**config.mk**
```make
export PLATFORM = sky130hd
export DESIGN_NAME = integer_to_radix_text_flat
export DESIGN_NICKNAME = d
export VERILOG_FILES = /design/src/rtl/core/itr_pkg.sv /design/src/rtl/core/itr_value_if.sv /design/src/rtl/core/itr_text_if.sv /design/src/rtl/core/itr_cfg_if.sv /design/src/rtl/core/itr_ctrl.sv /design/src/rtl/core/itr_dpath.sv /design/src/rtl/core/integer_to_radix_text.sv /design/src/flat_wrapper.sv
export SDC_FILE = /design/constraint.sdc
export NUM_CORES = 1
export LEC_CHECK = 0
export BUFFER_PORTS_ARGS = -buffer_cell sky130_fd_sc_hd__buf_4
export CELL_PAD_IN_SITES_DETAIL_PLACEMENT = 1
export CELL_PAD_IN_SITES_GLOBAL_PLACEMENT = 1
export CORE_ASPECT_RATIO = 1.5
export CORE_MARGIN = 8
export CORE_UTILIZATION = 49
export CTS_BUF_LIST = sky130_fd_sc_hd__clkbuf_8
export DETAILED_ROUTE_END_ITERATION = 10
export GPL_TIMING_DRIVEN = 0
export PLACE_DENSITY_LB_ADDON = 0.1
export SETUP_SLACK_MARGIN = 0.15
export SLEW_MARGIN = 20
export SYNTH_ARGS = -nofsm -noshare
export SYNTH_HDL_FRONTEND = slang
export SYNTH_HIERARCHICAL = 1
export SYNTH_SLANG_ARGS = --single-unit
export TNS_END_PERCENT = 10
```
**constraint.sdc**
```tcl
create_clock -name clk -period 15.4 [get_ports clk]
set_clock_uncertainty 0.1 [all_clocks]
set_input_delay 2.31 -clock clk [delete_from_list [all_inputs] [get_ports clk]]
set_output_delay 2.31 -clock clk [all_outputs]
set_load 0.005 [all_outputs]
```
**src/rtl/core/itr_pkg.sv**
```systemverilog
// Shared types, constants and the digit-to-ASCII function for the radix text converter.
package itr_pkg;

	localparam int BASE_W    = 6;
	localparam int CHAR_W    = 7;
	localparam int MAX_CHARS = 32;
	localparam int IDX_W     = $clog2(MAX_CHARS);
	localparam int CNT_W     = IDX_W + 1;
	localparam int BITS_PER_CYCLE = 8;

	localparam logic [BASE_W-1:0] BASE_MIN   = 6'd2;
	localparam logic [BASE_W-1:0] BASE_MAX   = 6'd36;
	localparam logic [BASE_W-1:0] BASE_DEC   = 6'd10;
	localparam logic [BASE_W-1:0] DIGIT_MAX_DEC = 6'd9;
	localparam logic [BASE_W-1:0] BASE_RESET = 6'd10;

	localparam logic [CHAR_W-1:0] CHAR_ZERO  = 7'h30;
	localparam logic [CHAR_W-1:0] CHAR_A     = 7'h61;
	localparam logic [CHAR_W-1:0] CHAR_MINUS = 7'h2d;

	typedef struct packed {
		logic load;
		logic div_step;
		logic store_digit;
		logic store_minus;
		logic emit_load;
	} itr_cmd_t;

	typedef struct packed {
		logic div_last;
		logic quot_zero;
		logic cnt_last;
		logic buf_full;
		logic neg;
		logic emit_last;
		logic out_free;
	} itr_stat_t;

	function automatic logic [CHAR_W-1:0] digit_char(input logic [BASE_W-1:0] d);
		logic [CHAR_W-1:0] c;
		if (d > DIGIT_MAX_DEC) begin
			c = CHAR_A + CHAR_W'(d - BASE_DEC);
		end else begin
			c = CHAR_ZERO + CHAR_W'(d);
		end
		return c;
	endfunction

endpackage

```
**src/rtl/core/itr_value_if.sv**
```systemverilog
// Input channel carrying one integer per beat.
interface itr_value_if #(
	parameter int WIDTH = 32
);
	logic                    valid;
	logic                    ready;
	logic signed [WIDTH-1:0] value;

	modport source (output valid, output value, input ready);
	modport sink   (input valid, input value, output ready);
endinterface

```
**src/rtl/core/itr_text_if.sv**
```systemverilog
// Output channel carrying one ASCII character per beat with an end flag.
interface itr_text_if;
	logic       valid;
	logic       ready;
	logic [6:0] character;
	logic       last_char;

	modport source (output valid, output character, output last_char, input ready);
	modport sink   (input valid, input character, input last_char, output ready);
endinterface

```
**src/rtl/core/itr_cfg_if.sv**
```systemverilog
// Configuration write channel carrying the number base.
interface itr_cfg_if;
	logic       valid;
	logic       ready;
	logic [5:0] number_base;

	modport source (output valid, output number_base, input ready);
	modport sink   (input valid, input number_base, output ready);
endinterface

```
**src/rtl/core/itr_ctrl.sv**
```systemverilog
// Sequencer that steps the converter through load, divide, store, sign and emit.
module itr_ctrl (
	input  logic              clk,
	input  logic              arst_n,
	input  logic              in_valid,
	output logic              in_ready,
	input  itr_pkg::itr_stat_t stat,
	output itr_pkg::itr_cmd_t  cmd
);
	import itr_pkg::*;

	typedef enum logic [2:0] {
		IDLE,
		DIV,
		STORE,
		SIGN,
		EMIT
	} state_t;

	state_t state_q;
	logic   in_ready_q;

	assign in_ready = in_ready_q;

	always_comb begin
		cmd             = '0;
		cmd.load        = (state_q == IDLE) && in_valid && in_ready_q;
		cmd.div_step    = (state_q == DIV);
		cmd.store_digit = (state_q == STORE);
		cmd.store_minus = (state_q == SIGN);
		cmd.emit_load   = (state_q == EMIT) && stat.out_free;
	end

	always_ff @(posedge clk or negedge arst_n) begin
		if (!arst_n) begin
			state_q    <= IDLE;
			in_ready_q <= 1'b1;
		end else begin
			unique case (state_q)
				IDLE: begin
					if (in_valid && in_ready_q) begin
						state_q    <= DIV;
						in_ready_q <= 1'b0;
					end
				end
				DIV: begin
					if (stat.div_last) begin
						state_q <= STORE;
					end
				end
				STORE: begin
					if (stat.quot_zero || stat.cnt_last) begin
						state_q <= stat.neg ? SIGN : EMIT;
					end else begin
						state_q <= DIV;
					end
				end
				SIGN: begin
					state_q <= EMIT;
				end
				EMIT: begin
					if (stat.out_free && stat.emit_last) begin
						state_q    <= IDLE;
						in_ready_q <= 1'b1;
					end
				end
				default: begin
					state_q    <= IDLE;
					in_ready_q <= 1'b1;
				end
			endcase
		end
	end
endmodule

```
**src/rtl/core/itr_dpath.sv**
```systemverilog
// Datapath: base register, digit divider, character buffer and output register.
module itr_dpath #(
	parameter int VALUE_WIDTH = 32
) (
	input  logic                          clk,
	input  logic                          arst_n,
	input  logic                          cfg_wr,
	input  logic [itr_pkg::BASE_W-1:0]    cfg_base,
	input  logic signed [VALUE_WIDTH-1:0] value,
	input  itr_pkg::itr_cmd_t             cmd,
	output itr_pkg::itr_stat_t            stat,
	output logic [itr_pkg::CHAR_W-1:0]    out_char,
	output logic                          out_last,
	output logic                          out_valid,
	input  logic                          out_ready
);
	import itr_pkg::*;

	localparam int NSTEP  = (VALUE_WIDTH + BITS_PER_CYCLE - 1) / BITS_PER_CYCLE;
	localparam int QW     = NSTEP * BITS_PER_CYCLE;
	localparam int STEP_W = (NSTEP > 1) ? $clog2(NSTEP) : 1;

	logic [BASE_W-1:0]   base_cfg_q;
	logic [BASE_W-1:0]   div_base_q;
	logic                neg_q;
	logic [QW-1:0]       quot_q;
	logic [BASE_W-1:0]   rem_q;
	logic [STEP_W-1:0]   step_q;
	logic [CNT_W-1:0]    cnt_q;
	logic [CHAR_W-1:0]   digit_buf_q [MAX_CHARS];
	logic [CHAR_W-1:0]   out_char_q;
	logic                out_last_q;
	logic                out_valid_q;

	logic [VALUE_WIDTH-1:0] v_raw;
	logic [VALUE_WIDTH-1:0] v_mag;
	logic [BASE_W-1:0]      base_eff;
	logic                   v_neg;
	logic [BASE_W-1:0]      rem_next;
	logic [BITS_PER_CYCLE-1:0] qbits;
	logic [IDX_W-1:0]       rd_idx;

	// Clamp the configured base into the range the divider supports.
	always_comb begin
		if (base_cfg_q < BASE_MIN) begin
			base_eff = BASE_MIN;
		end else if (base_cfg_q > BASE_MAX) begin
			base_eff = BASE_MAX;
		end else begin
			base_eff = base_cfg_q;
		end
	end

	assign v_raw = VALUE_WIDTH'(value);
	assign v_neg = (base_eff == BASE_DEC) && v_raw[VALUE_WIDTH-1];
	assign v_mag = v_neg ? VALUE_WIDTH'(~v_raw + VALUE_WIDTH'(1)) : v_raw;

	// Restoring division, several quotient bits per cycle; the partial
	// remainder always stays below the base, so every step is narrow.
	always_comb begin
		logic [BASE_W:0] trial;
		logic [BASE_W-1:0] r;
		r     = rem_q;
		qbits = '0;
		for (int i = 0; i < BITS_PER_CYCLE; i++) begin
			trial = {r, quot_q[QW-1-i]};
			if (trial >= {1'b0, div_base_q}) begin
				r = BASE_W'(trial - {1'b0, div_base_q});
				qbits[BITS_PER_CYCLE-1-i] = 1'b1;
			end else begin
				r = trial[BASE_W-1:0];
			end
		end
		rem_next = r;
	end

	assign rd_idx = IDX_W'(cnt_q - CNT_W'(1));

	always_comb begin
		stat           = '0;
		stat.div_last  = (step_q == STEP_W'(NSTEP - 1));
		stat.quot_zero = (quot_q == '0);
		stat.cnt_last  = (cnt_q == CNT_W'(MAX_CHARS - 1));
		stat.buf_full  = (cnt_q == CNT_W'(MAX_CHARS));
		stat.neg       = neg_q;
		stat.emit_last = (cnt_q == CNT_W'(1));
		stat.out_free  = !out_valid_q || out_ready;
	end

	always_ff @(posedge clk or negedge arst_n) begin
		if (!arst_n) begin
			base_cfg_q  <= BASE_RESET;
			cnt_q       <= '0;
			out_valid_q <= 1'b0;
		end else begin
			if (cfg_wr) begin
				base_cfg_q <= cfg_base;
			end
			if (cmd.load) begin
				cnt_q <= '0;
			end else if (cmd.store_digit || cmd.store_minus) begin
				cnt_q <= cnt_q + CNT_W'(1);
			end else if (cmd.emit_load) begin
				cnt_q <= cnt_q - CNT_W'(1);
			end
			if (cmd.emit_load) begin
				out_valid_q <= 1'b1;
			end else if (out_ready) begin
				out_valid_q <= 1'b0;
			end
		end
	end

	always_ff @(posedge clk) begin
		if (cmd.load) begin
			div_base_q <= base_eff;
			neg_q      <= v_neg;
			quot_q     <= QW'(v_mag);
			rem_q      <= '0;
			step_q     <= '0;
		end else if (cmd.div_step) begin
			quot_q <= (quot_q << BITS_PER_CYCLE) | QW'(qbits);
			rem_q  <= rem_next;
			step_q <= step_q + STEP_W'(1);
		end else if (cmd.store_digit) begin
			rem_q  <= '0;
			step_q <= '0;
		end
		if (cmd.store_digit) begin
			digit_buf_q[cnt_q[IDX_W-1:0]] <= digit_char(rem_q);
		end else if (cmd.store_minus) begin
			digit_buf_q[cnt_q[IDX_W-1:0]] <= CHAR_MINUS;
		end
		if (cmd.emit_load) begin
			out_char_q <= digit_buf_q[rd_idx];
			out_last_q <= (cnt_q == CNT_W'(1));
		end
	end

	assign out_char  = out_char_q;
	assign out_last  = out_last_q;
	assign out_valid = out_valid_q;
endmodule

```
**src/rtl/core/integer_to_radix_text.sv**
```systemverilog
// Top level of the integer to radix text converter.
//
//   Channel    Dir   Beat payload                  Meaning
//   value_ch   in    value [VALUE_WIDTH]           one integer to convert
//   text_ch    out   character [7], last_char [1]  one ASCII character of the text
//   base_cfg   in    number_base [6]               radix; the user writes it only while idle (not enforced)
//
// An item has at least one digit. For every digit the shared digit divider
// retires eight quotient bits per cycle and the remainder is then stored as a
// character; a negative value in base 10 then gets a minus sign, and the
// character buffer delivers one character per cycle while the output is not
// stalled, until the last character sits in the output register.
// Reset clears the sequencer, the output valid and sets the base to ten.
// A stalled output only holds the emit sequence; the next value is taken as
// soon as the last character has moved into the output register.
module integer_to_radix_text #(
	parameter int VALUE_WIDTH = 32
) (
	input logic     clk,
	input logic     arst_n,
	itr_value_if.sink  value_ch,
	itr_text_if.source text_ch,
	itr_cfg_if.sink    base_cfg
);
	import itr_pkg::*;

	itr_cmd_t  cmd;
	itr_stat_t stat;

	// The base register takes a write in any cycle; the user writes it only while idle (not enforced).
	assign base_cfg.ready = 1'b1;

	// The sequencer owns the input handshake and issues at most one command per cycle.
	itr_ctrl u_ctrl (
		.clk      (clk),
		.arst_n   (arst_n),
		.in_valid (value_ch.valid),
		.in_ready (value_ch.ready),
		.stat     (stat),
		.cmd      (cmd)
	);

	// The datapath divides, buffers characters least significant first and
	// replays them in reverse through its output register.
	itr_dpath #(
		.VALUE_WIDTH (VALUE_WIDTH)
	) u_dpath (
		.clk       (clk),
		.arst_n    (arst_n),
		.cfg_wr    (base_cfg.valid),
		.cfg_base  (base_cfg.number_base),
		.value     (value_ch.value),
		.cmd       (cmd),
		.stat      (stat),
		.out_char  (text_ch.character),
		.out_last  (text_ch.last_char),
		.out_valid (text_ch.valid),
		.out_ready (text_ch.ready)
	);

	// Emission never overlaps with taking a new value.
	assert property (@(posedge clk) disable iff (!arst_n)
		cmd.emit_load |-> !value_ch.ready)
		else $error("character emitted while input is open");

	// A character is only loaded when the output register is free.
	assert property (@(posedge clk) disable iff (!arst_n)
		cmd.emit_load |-> stat.out_free)
		else $error("output register overwritten");

	// The buffer never overflows.
	assert property (@(posedge clk) disable iff (!arst_n)
		(cmd.store_digit || cmd.store_minus) |-> !stat.buf_full)
		else $error("character buffer overflow");

	// In the cycle after the final beat of a text the output is empty.
	assert property (@(posedge clk) disable iff (!arst_n)
		(text_ch.valid && text_ch.ready && text_ch.last_char) |=> !text_ch.valid)
		else $error("character after final beat");
endmodule
```
**src/flat_wrapper.sv**
```systemverilog
// flat-port wrapper written by rule: the top's interface ports become plain ports
module integer_to_radix_text_flat import itr_pkg::*;
#(
	parameter int VALUE_WIDTH = 32
)
  (clk, arst_n, value_ch_valid, value_ch_value, value_ch_ready, text_ch_valid, text_ch_character, text_ch_last_char, text_ch_ready, base_cfg_valid, base_cfg_number_base, base_cfg_ready);
  itr_value_if value_ch_i ();
  itr_text_if text_ch_i ();
  itr_cfg_if base_cfg_i ();
  input logic clk;
  input logic arst_n;
  input wire logic [$bits(value_ch_i.valid)-1:0] value_ch_valid;
  input wire logic [$bits(value_ch_i.value)-1:0] value_ch_value;
  output wire logic [$bits(value_ch_i.ready)-1:0] value_ch_ready;
  output wire logic [$bits(text_ch_i.valid)-1:0] text_ch_valid;
  output wire logic [$bits(text_ch_i.character)-1:0] text_ch_character;
  output wire logic [$bits(text_ch_i.last_char)-1:0] text_ch_last_char;
  input wire logic [$bits(text_ch_i.ready)-1:0] text_ch_ready;
  input wire logic [$bits(base_cfg_i.valid)-1:0] base_cfg_valid;
  input wire logic [$bits(base_cfg_i.number_base)-1:0] base_cfg_number_base;
  output wire logic [$bits(base_cfg_i.ready)-1:0] base_cfg_ready;
  assign value_ch_i.valid = value_ch_valid;
  assign value_ch_i.value = value_ch_value;
  assign value_ch_ready = value_ch_i.ready;
  assign text_ch_valid = text_ch_i.valid;
  assign text_ch_character = text_ch_i.character;
  assign text_ch_last_char = text_ch_i.last_char;
  assign text_ch_i.ready = text_ch_ready;
  assign base_cfg_i.valid = base_cfg_valid;
  assign base_cfg_i.number_base = base_cfg_number_base;
  assign base_cfg_ready = base_cfg_i.ready;
  integer_to_radix_text #(.VALUE_WIDTH(VALUE_WIDTH)) u_core (.clk(clk), .arst_n(arst_n), .value_ch(value_ch_i), .text_ch(text_ch_i), .base_cfg(base_cfg_i));
endmodule
```
==> results of run 1 <==
[sequential cells by signal (all words and copies together), names as in the netlist, 2 cells and up]
| signal | flops |
|---|---|
| u_core/u_dpath/base_cfg_q | 6 |
| u_core/u_dpath/rem_q | 6 |
| u_core/u_dpath/cnt_q | 6 |
| u_core/u_ctrl/state_q | 3 |
| u_core/u_dpath/digit_buf_q | 224 |
| u_core/u_dpath/quot_q | 32 |
| u_core/u_dpath/out_char | 7 |
| u_core/u_dpath/div_base_q | 6 |
| u_core/u_dpath/step_q | 2 |
[layer usage]
metal	vias up	routed length, µm	GRT usage
li1	4672	-	-
met3	104	1070	0.0287
met1	5161	14100	0.208
met2	196	23600	0.433
met5	-	0	0
met4	0	2080	0.118
[worst max-delay path, delay by kind of cell, from the launching register on]
kind	cells	cell delay, ns
adder cells (fa/ha/maj)	9	2.24
AND/OR/NAND/NOR	18	2.77
buffers and inverters	13	1.20
XOR/XNOR	1	0.13
flip-flops	1	0.46
AO/OA/AOI/OAI	37	6.10
multiplexers	5	1.46
[final cells by class]
type | instances | share of cell area
sequential | 296 | 0.478
multi-input combinational | 733 | 0.370
timing repair buffer | 127 | 0.0566
clock buffer | 46 | 0.0347
tap | 405 | 0.0278
inverter | 58 | 0.0130
clock inverter | 34 | 0.0102
buffer | 38 | 0.00912
antenna | 1 | 0.000137
[layout by cell type, fill, tap and decap left out, drive strengths merged, types with 7 or more instances in the layout]
master  instances
dfxtp           8
fa              8
nor2b          12
buf           137
dfrtp          14
nand2b         20
mux2           16
o211ai          8
ha             59
xor2           23
nor4           17
o21a            8
a21oi          76
or2             9
nand2          51
inv            66
or3             7
nor2          111
clkbuf         74
o21ai          44
edfxtp        271
nor3           10
clkinv         19
a21o           19
nand3          18
and3            9
mux4           70
xnor2          39
mux2i          15
[timing repair]
item | CTS | global route
buffers inserted | 42 | 25
pin swaps | 23 | 41
resized for setup | 56 | 54
gates cloned | 1 | 0
setup endpoints to repair | 8 | 7
[final timing paths]
path / depth (start not counted) / to / slack [ns] / from
max in group asynchronous: 1 / u_core/u_ctrl/in_ready / 13.42 / arst_n
min in group asynchronous: 1 / u_core/u_dpath/cnt_q[2] / 1.50 / arst_n
min: 1 / u_core/u_dpath/base_cfg_q[0] / 0.44 / u_core/u_dpath/base_cfg_q[0]
max reg2reg: 83 / u_core/u_dpath/rem_q[0] / 0.77 / u_core/u_dpath/quot_q[31]
min reg2reg: 1 / u_core/u_dpath/base_cfg_q[0] / 0.44 / u_core/u_dpath/base_cfg_q[0]
max: 83 / u_core/u_dpath/rem_q[0] / 0.77 / u_core/u_dpath/quot_q[31]
[stage by stage]
| step | worst slack, ns | hold slack (ns) | util | TNS [ns] | std cells |
|---|---|---|---|---|---|
| 6_report | 0.774 | 0.437 | 0.590 | 0 | 1738 |
| 3_3_place_gp | -2.60 | 0.409 | 0.524 | -18.20 | 1581 |
| 2_1_floorplan | 0.192 | 0.381 | - | 0 | 1125 |
| 3_5_place_dp | -2.88 | 0.417 | 0.528 | -20.28 | 1589 |
| 5_1_grt | 0.0263 | 0.457 | 0.590 | 0 | 1738 |
| 4_1_cts | 0.154 | 0.439 | 0.573 | 0 | 1712 |
==> flow_metrics.py, run 1 <==
metrics = {
    "cts": {
        "cts_tree": "done",
        "cts.sinks": 296,
        "root_buffer": "clkbuf_8",
        "clk_latency_ns": 0.59,
        "clkTransAtPathRegs_ns": 0.07,
        "numCtsBuffers": 44,
        "postCtsHoldBufs": 0,
        "clock_path_buffers": 3,
        "htreeDepth": 2,
    },
    "routing": {
        "postRouteAntennaNets": 0,
        "via_per_inst": 5.83,
        "wl_per_cell_um": 23.5,
        "wl_um": 40800,
        "via_count": 10100,
        "drt_pass1_iterations": 5,
        "drc": 0,
        "drt-initial-drc-count": 497,
    },
    "global_route": {
        "grt_max_degree": 34,
        "grt_usage": 0.216,
        "grt_pass1_vias": 11100,
        "grt_overflow_total": 0,
        "grt_pass1_wl_um": 61800,
        "antenna_found_initial": 1,
    },
    "worst_setup_path": {
        "crit_required_ns": 15.75,
        "cp_slowest_cell": "edfxtp_1",
        "slowest_delay_ns": 0.46,
        "setup.worst_path.class": "flip-flop to flip-flop",
        "worst_setup_path_start_kind": "flip-flop",
        "critPathMaxFanout": 6,
        "arrival_ns": 14.98,
        "worstSetupEndpointType": "flip-flop",
    },
    "timing": {
        "relSlewSlack": 0.300,
        "setup_viol": 0,
        "period_minus_slack_ns": 14.63,
        "hold_viol_final": 0,
        "worstMarginPinSlew_ns": 1.05,
        "drv_slew": 0,
        "fin_crit_sh": 0.950,
        "rsz0062_at_grt": "false",
        "max_freq_mhz": 68.4,
    },
    "floorplanning": {
        "initial_core_util": 0.495,
        "num_rows": 79,
        "die-area_um2": 37300,
        "io_pins": 54,
        "coreArea_um2": 30900,
        "die_x_um": 160,
        "fp.dieH_um": 232,
    },
    "final_layout": {
        "seq_area_um2": 8730,
        "drive_gt1_frac": 0.290,
        "final_cell_area_um2": 18200,
        "fillers": 3054,
        "synthToLayoutAreaGrowth_pct": 19.2,
        "fin_nets": 1408,
        "multi_input_area_um2": 6750,
    },
    "synthesis": {
        "syn_area_um2": 15300,
        "ys_warn_count": 6,
        "syn_inst": 1125,
        "synth_nets": 1235,
        "avgSynthCellArea_um2": 13.6,
    },
    "placed_design": {
        "place_area_um2": 16300,
        "numPortBuffers": 51,
        "dp_hpwl_um": 29700,
        "gp_congestion": 0.829,
    },
    "outcome": {
        "status": "finished clean",
    },
    "min_path": {
        "min_path_type": "flip-flop to flip-flop",
    },
    "job": {
        "maxCapViolCount": 0,
    },
}
Power of run 1 is left out: the tool's default activity adds up to more than one toggle a clock period on the data nets, which glitch-free logic cannot reach.
==> inputs of run 2 (changes only) <==
Settings changed: ABC_AREA set to 1, CORE_UTILIZATION 49 to 46.
==> run 2 against run 1 <==
Effect of this change: core utilization is 6.0 points lower; final cell count grew 24%; non-clock buffer count shrank 23; hold slack got worse by 0.064 ns; wire length is 15% higher; sequential share of layout area rose by 0.56 points; area after synthesis increased by 3.1%; highest routed layer unchanged.
==> flow_metrics.py, run 2 <==
metrics = {
    "cts": {
        "postCtsHoldBufs": 0,
        "cts.sinks": 296,
        "root_buffer": "clkbuf_8",
        "clk_latency_ns": 0.58,
        "numCtsBuffers": 46,
        "clock_path_buffers": 3,
        "cts_tree": "done",
        "clkTransAtPathRegs_ns": 0.06,
        "htreeDepth": 2,
    },
    "worst_setup_path": {
        "worst_r2r_startpoint": "u_core/u_dpath/div_base_q[2]",
        "worstSetupEndpointType": "flip-flop",
        "critPathMaxFanout": 9,
        "ff2ff_path_depth": 86,
        "cp_slowest_cell": "ha_1",
        "critPathLaunch": "u_core/u_dpath/div_base_q[2]",
        "worst-r2r-setup-slack_ns": 1.52,
        "worst_setup_path_start_kind": "flip-flop",
        "r2r-end": "u_core/u_dpath/rem_q[4]",
        "setup.worst_path.class": "flip-flop to flip-flop",
        "slowest_delay_ns": 0.42,
        "cpMostUsedCell": "nand2_1",
        "arrival_ns": 14.19,
        "crit_required_ns": 15.72,
    },
    "timing": {
        "fin_crit_sh": 0.901,
        "worstMarginPinSlew_ns": 0.879,
        "rsz0062_at_grt": "false",
        "setup_viol": 0,
        "tns_ns": 0,
        "whs_ns": 0.373,
        "relSlewSlack": 0.410,
        "period_minus_slack_ns": 13.88,
        "drv_slew": 0,
        "max_freq_mhz": 72.1,
        "hold_viol_final": 0,
    },
    "final_layout": {
        "layout_common_cells": "271 x edfxtp_1, 252 x nand2_1, 240 x nor2_1, 141 x inv_1, 120 x o21ai_0",
        "multi_input_area_um2": 6420,
        "final_common_cell": "edfxtp_1",
        "largest_reg_flops": 224,
        "layoutNonFillerInstCount": 2163,
        "seq_area_um2": 8730,
        "drive_gt1_frac": 0.121,
        "fin_nets": 1810,
        "utilization": 0.529,
        "synthToLayoutAreaGrowth_pct": 14.3,
        "fillers": 3797,
    },
    "floorplanning": {
        "die-area_um2": 40600,
        "fp.dieH_um": 243,
        "initial_core_util": 0.463,
        "io_pins": 54,
        "coreArea_um2": 34100,
        "num_rows": 83,
        "die_x_um": 167,
    },
    "global_route": {
        "grt_max_degree": 33,
        "grt_overflow_total": 0,
        "grt_pass1_wl_um": 74000,
        "grt_usage": 0.232,
        "antenna_found_initial": 1,
        "grt_pass1_vias": 13300,
    },
    "placed_design": {
        "dp_cells": 2060,
        "gp_congestion": 0.957,
        "dp_hpwl_um": 35300,
        "numPortBuffers": 52,
    },
    "synthesis": {
        "synth_nets": 1681,
        "ys_warn_count": 6,
        "syn_inst": 1571,
        "syn_area_um2": 15800,
        "avgSynthCellArea_um2": 10.0,
    },
    "min_path": {
        "hp-start": "u_core/u_dpath/step_q[1]",
        "whs_path_depth": 2,
        "holdPathEnd": "u_core/u_dpath/step_q[1]",
        "min_path_type": "flip-flop to flip-flop",
    },
    "routing": {
        "wl_per_cell_um": 21.8,
        "wl_um": 47200,
        "via_count": 12300,
        "drc": 0,
        "drt_pass1_iterations": 5,
        "via_per_inst": 5.71,
        "drt-initial-drc-count": 566,
        "postRouteAntennaNets": 0,
    },
    "job": {
        "maxCapViolCount": 0,
    },
    "outcome": {
        "status": "finished clean",
    },
}
[run 2: critical path: cells and delay by family, from the launching register on]
kind,cells,cell delay [ns]
fa+ha+maj,8,2.78
simple gates,41,5.00
buf+inv,13,1.10
compound gates,24,4.36
flops,1,0.38
[run 2: layout make-up]
cell class | count | area share
Antenna cell | 1 | 0.000139
Inverter | 132 | 0.0285
Tap cell | 425 | 0.0295
Buffer | 61 | 0.0132
Sequential cell | 296 | 0.484
Multi-Input combinational cell | 1082 | 0.356
Clock buffer | 50 | 0.0382
Timing Repair Buffer | 81 | 0.0369
Clock inverter | 35 | 0.0134
[run 2: through the flow]
step / instance area, µm² / setup slack [ns]
2_1_floorplan: 15800 / 3.06
3_3_place_gp: 16700 / 0.105
3_5_place_dp: 16900 / -0.0540
4_1_cts: 17900 / 0.415
5_1_grt: 18000 / 0.133
6_report: 18000 / 1.52
[run 2: how the worst max path moves through the flow]
| stage | slack, ns | endpoint |
|---|---|---|
| floorplan | 3.06 | u_core/u_dpath/rem_q[1] |
| finish | 1.52 | u_core/u_dpath/rem_q[4] |
| detailed placement | -0.05 | u_core/u_dpath/rem_q[4] |
| CTS | 0.42 | u_core/u_dpath/rem_q[4] |
| global route | 0.13 | u_core/u_dpath/rem_q[4] |
| global placement | 0.10 | u_core/u_dpath/rem_q[4] |
[run 2: layer usage]
metal | track usage | part of all wire
met2 | 0.452 | 0.55
met5 | 0 | 0
met3 | 0.0278 | 0.030
met4 | 0.106 | 0.044
met1 | 0.243 | 0.38
[run 2: what timing repair did]
action	4_1_cts	5_1_grt
setup endpoints to repair	7	7
endpoints found under the hold margin	0	0
pin swaps	0	1
buffers inserted	1	16
gates resized for setup	0	14
gates cloned	0	0
Power of run 2 is left out for the same reason.
==> inputs of run 3 (changes only) <==
Settings changed: CORE_UTILIZATION 46 to 45, CTS_BUF_LIST sky130_fd_sc_hd__clkbuf_8 to not set.
==> run 3 against run 2 <==
Effect of this change: largest cell class unchanged; worst setup slack improved by 0.033 ns; critical path type unchanged; core utilization decreased by 1.0 points; clock-buffer cell count decreased by 14; non-clock buffer count increased by 7.
==> flow_metrics.py, run 3 (synthesis results as in run 2) <==
metrics = {
    "outcome": {
        "status": "finished clean",
    },
    "cts": {
        "cts.sinks": 296,
        "clkTransAtPathRegs_ns": 0.07,
        "root_buffer": "clkbuf_16",
        "clock_path_buffers": 3,
        "cts_tree": "done",
        "postCtsHoldBufs": 0,
        "clk_latency_ns": 0.55,
        "htreeDepth": 1,
        "numCtsBuffers": 27,
    },
    "worst_setup_path": {
        "slowest_delay_ns": 0.40,
        "worstSetupEndpointType": "flip-flop",
        "ff2ff_path_depth": 84,
        "crit_required_ns": 15.70,
        "arrival_ns": 14.14,
        "worst_setup_path_start_kind": "flip-flop",
        "setup.worst_path.class": "flip-flop to flip-flop",
        "cpMostUsedCell": "nand2_1",
        "cp_slowest_cell": "ha_1",
        "critPathMaxFanout": 9,
    },
    "final_layout": {
        "fin_nets": 1798,
        "drive_gt1_frac": 0.114,
        "antenna_cells": 0,
        "layout_common_cells": "271 x edfxtp_1, 251 x nand2_1, 241 x nor2_1, 123 x inv_1, 119 x o21ai_0",
        "largest_reg_flops": 224,
        "final_common_cell": "edfxtp_1",
        "synthToLayoutAreaGrowth_pct": 14.5,
        "layoutNonFillerInstCount": 2181,
    },
    "timing": {
        "period_minus_slack_ns": 13.84,
        "worstMarginPinSlew_ns": 1.12,
        "relSlewSlack": 0.250,
        "max_freq_mhz": 72.2,
        "rsz0062_at_grt": "false",
        "fin_crit_sh": 0.899,
        "drv_slew": 0,
        "setup_viol": 0,
        "hold_viol_final": 0,
    },
    "routing": {
        "drc": 0,
        "postRouteAntennaNets": 0,
        "wl_per_cell_um": 21.7,
        "via_count": 12100,
        "drt_pass1_iterations": 5,
        "wl_um": 47300,
        "via_per_inst": 5.57,
        "drt-initial-drc-count": 578,
    },
    "floorplanning": {
        "fp.dieH_um": 245,
        "die-area_um2": 41400,
        "num_rows": 84,
        "initial_core_util": 0.453,
        "io_pins": 54,
        "coreArea_um2": 34800,
        "die_x_um": 169,
    },
    "min_path": {
        "whs_path_depth": 2,
        "min_path_type": "flip-flop to flip-flop",
    },
    "placed_design": {
        "dp_hpwl_um": 35900,
        "dp_cells": 2109,
        "numPortBuffers": 52,
        "gp_congestion": 0.954,
    },
    "global_route": {
        "grt_pass1_wl_um": 73500,
        "grt_overflow_total": 0,
        "antenna_found_initial": 0,
        "grt_max_degree": 33,
        "grt_usage": 0.230,
        "grt_pass1_vias": 12900,
    },
    "job": {
        "maxCapViolCount": 0,
    },
}
## run 3: final timing paths
check | slack (ns) | to | startpoint
min in group asynchronous | 1.56 | u_core/u_dpath/base_cfg_q[4] | arst_n
worst max register to register | 1.56 | u_core/u_dpath/rem_q[3] | u_core/u_dpath/div_base_q[4]
max in group asynchronous | 13.34 | u_core/u_ctrl/in_ready | arst_n
worst max-delay path | 1.56 | u_core/u_dpath/rem_q[3] | u_core/u_dpath/div_base_q[4]
worst min register to register | 0.38 | u_core/u_dpath/step_q[1] | u_core/u_dpath/step_q[1]
worst min-delay path | 0.38 | u_core/u_dpath/step_q[1] | u_core/u_dpath/step_q[1]
## run 3: timing repair
| item | CTS | global route |
|---|---|---|
| setup buffers | 1 | 22 |
| endpoints found under the setup margin | 7 | 7 |
| gates resized for setup | 0 | 16 |
| pin swaps | 0 | 4 |
## run 3: layout make-up
| class | instances | area, µm² |
|---|---|---|
| multi-input cells | 1082 | 6420 |
| fillers | 3879 | 16700 |
| inverters | 132 | 514 |
| flip-flops and latches | 296 | 8730 |
| clock buffers | 36 | 749 |
| repair buffers | 88 | 719 |
| well taps | 473 | 592 |
| plain buffers | 61 | 238 |
| clock inverters | 13 | 97.6 |
## run 3: metal layers
layer | GRT usage | share of wire | wire length, µm | up-vias
met5 | 0 | 0 | 0 | -
met4 | 0.0945 | 0.044 | 2060 | 0
met3 | 0.0199 | 0.031 | 1490 | 87
met2 | 0.449 | 0.55 | 26100 | 244
met1 | 0.247 | 0.37 | 17600 | 6025
li1 | - | - | - | 5786
## run 3: critical path: cells and delay by family, from the launching register on
kind,cells,cell delay (ns)
simple gates,39,4.70
compound gates,25,4.55
buf+inv,12,1.09
flops,1,0.39
fa+ha+maj,8,2.82
## run 3: stage by stage
step                hold slack [ns]  utilization  TNS [ns]  cell area [µm²]  setup slack (ns)
finish                        0.382        0.519         0            18100              1.56
global route                  0.396        0.519         0            18100             0.143
CTS                           0.385        0.513         0            17800             0.179
detailed placement            0.375        0.488     -1.82            17000            -0.320
global placement              0.352        0.482         0            16800            0.0626
floorplan                     0.345            -         0            15800              3.06
Power of run 3 is left out for the same reason.
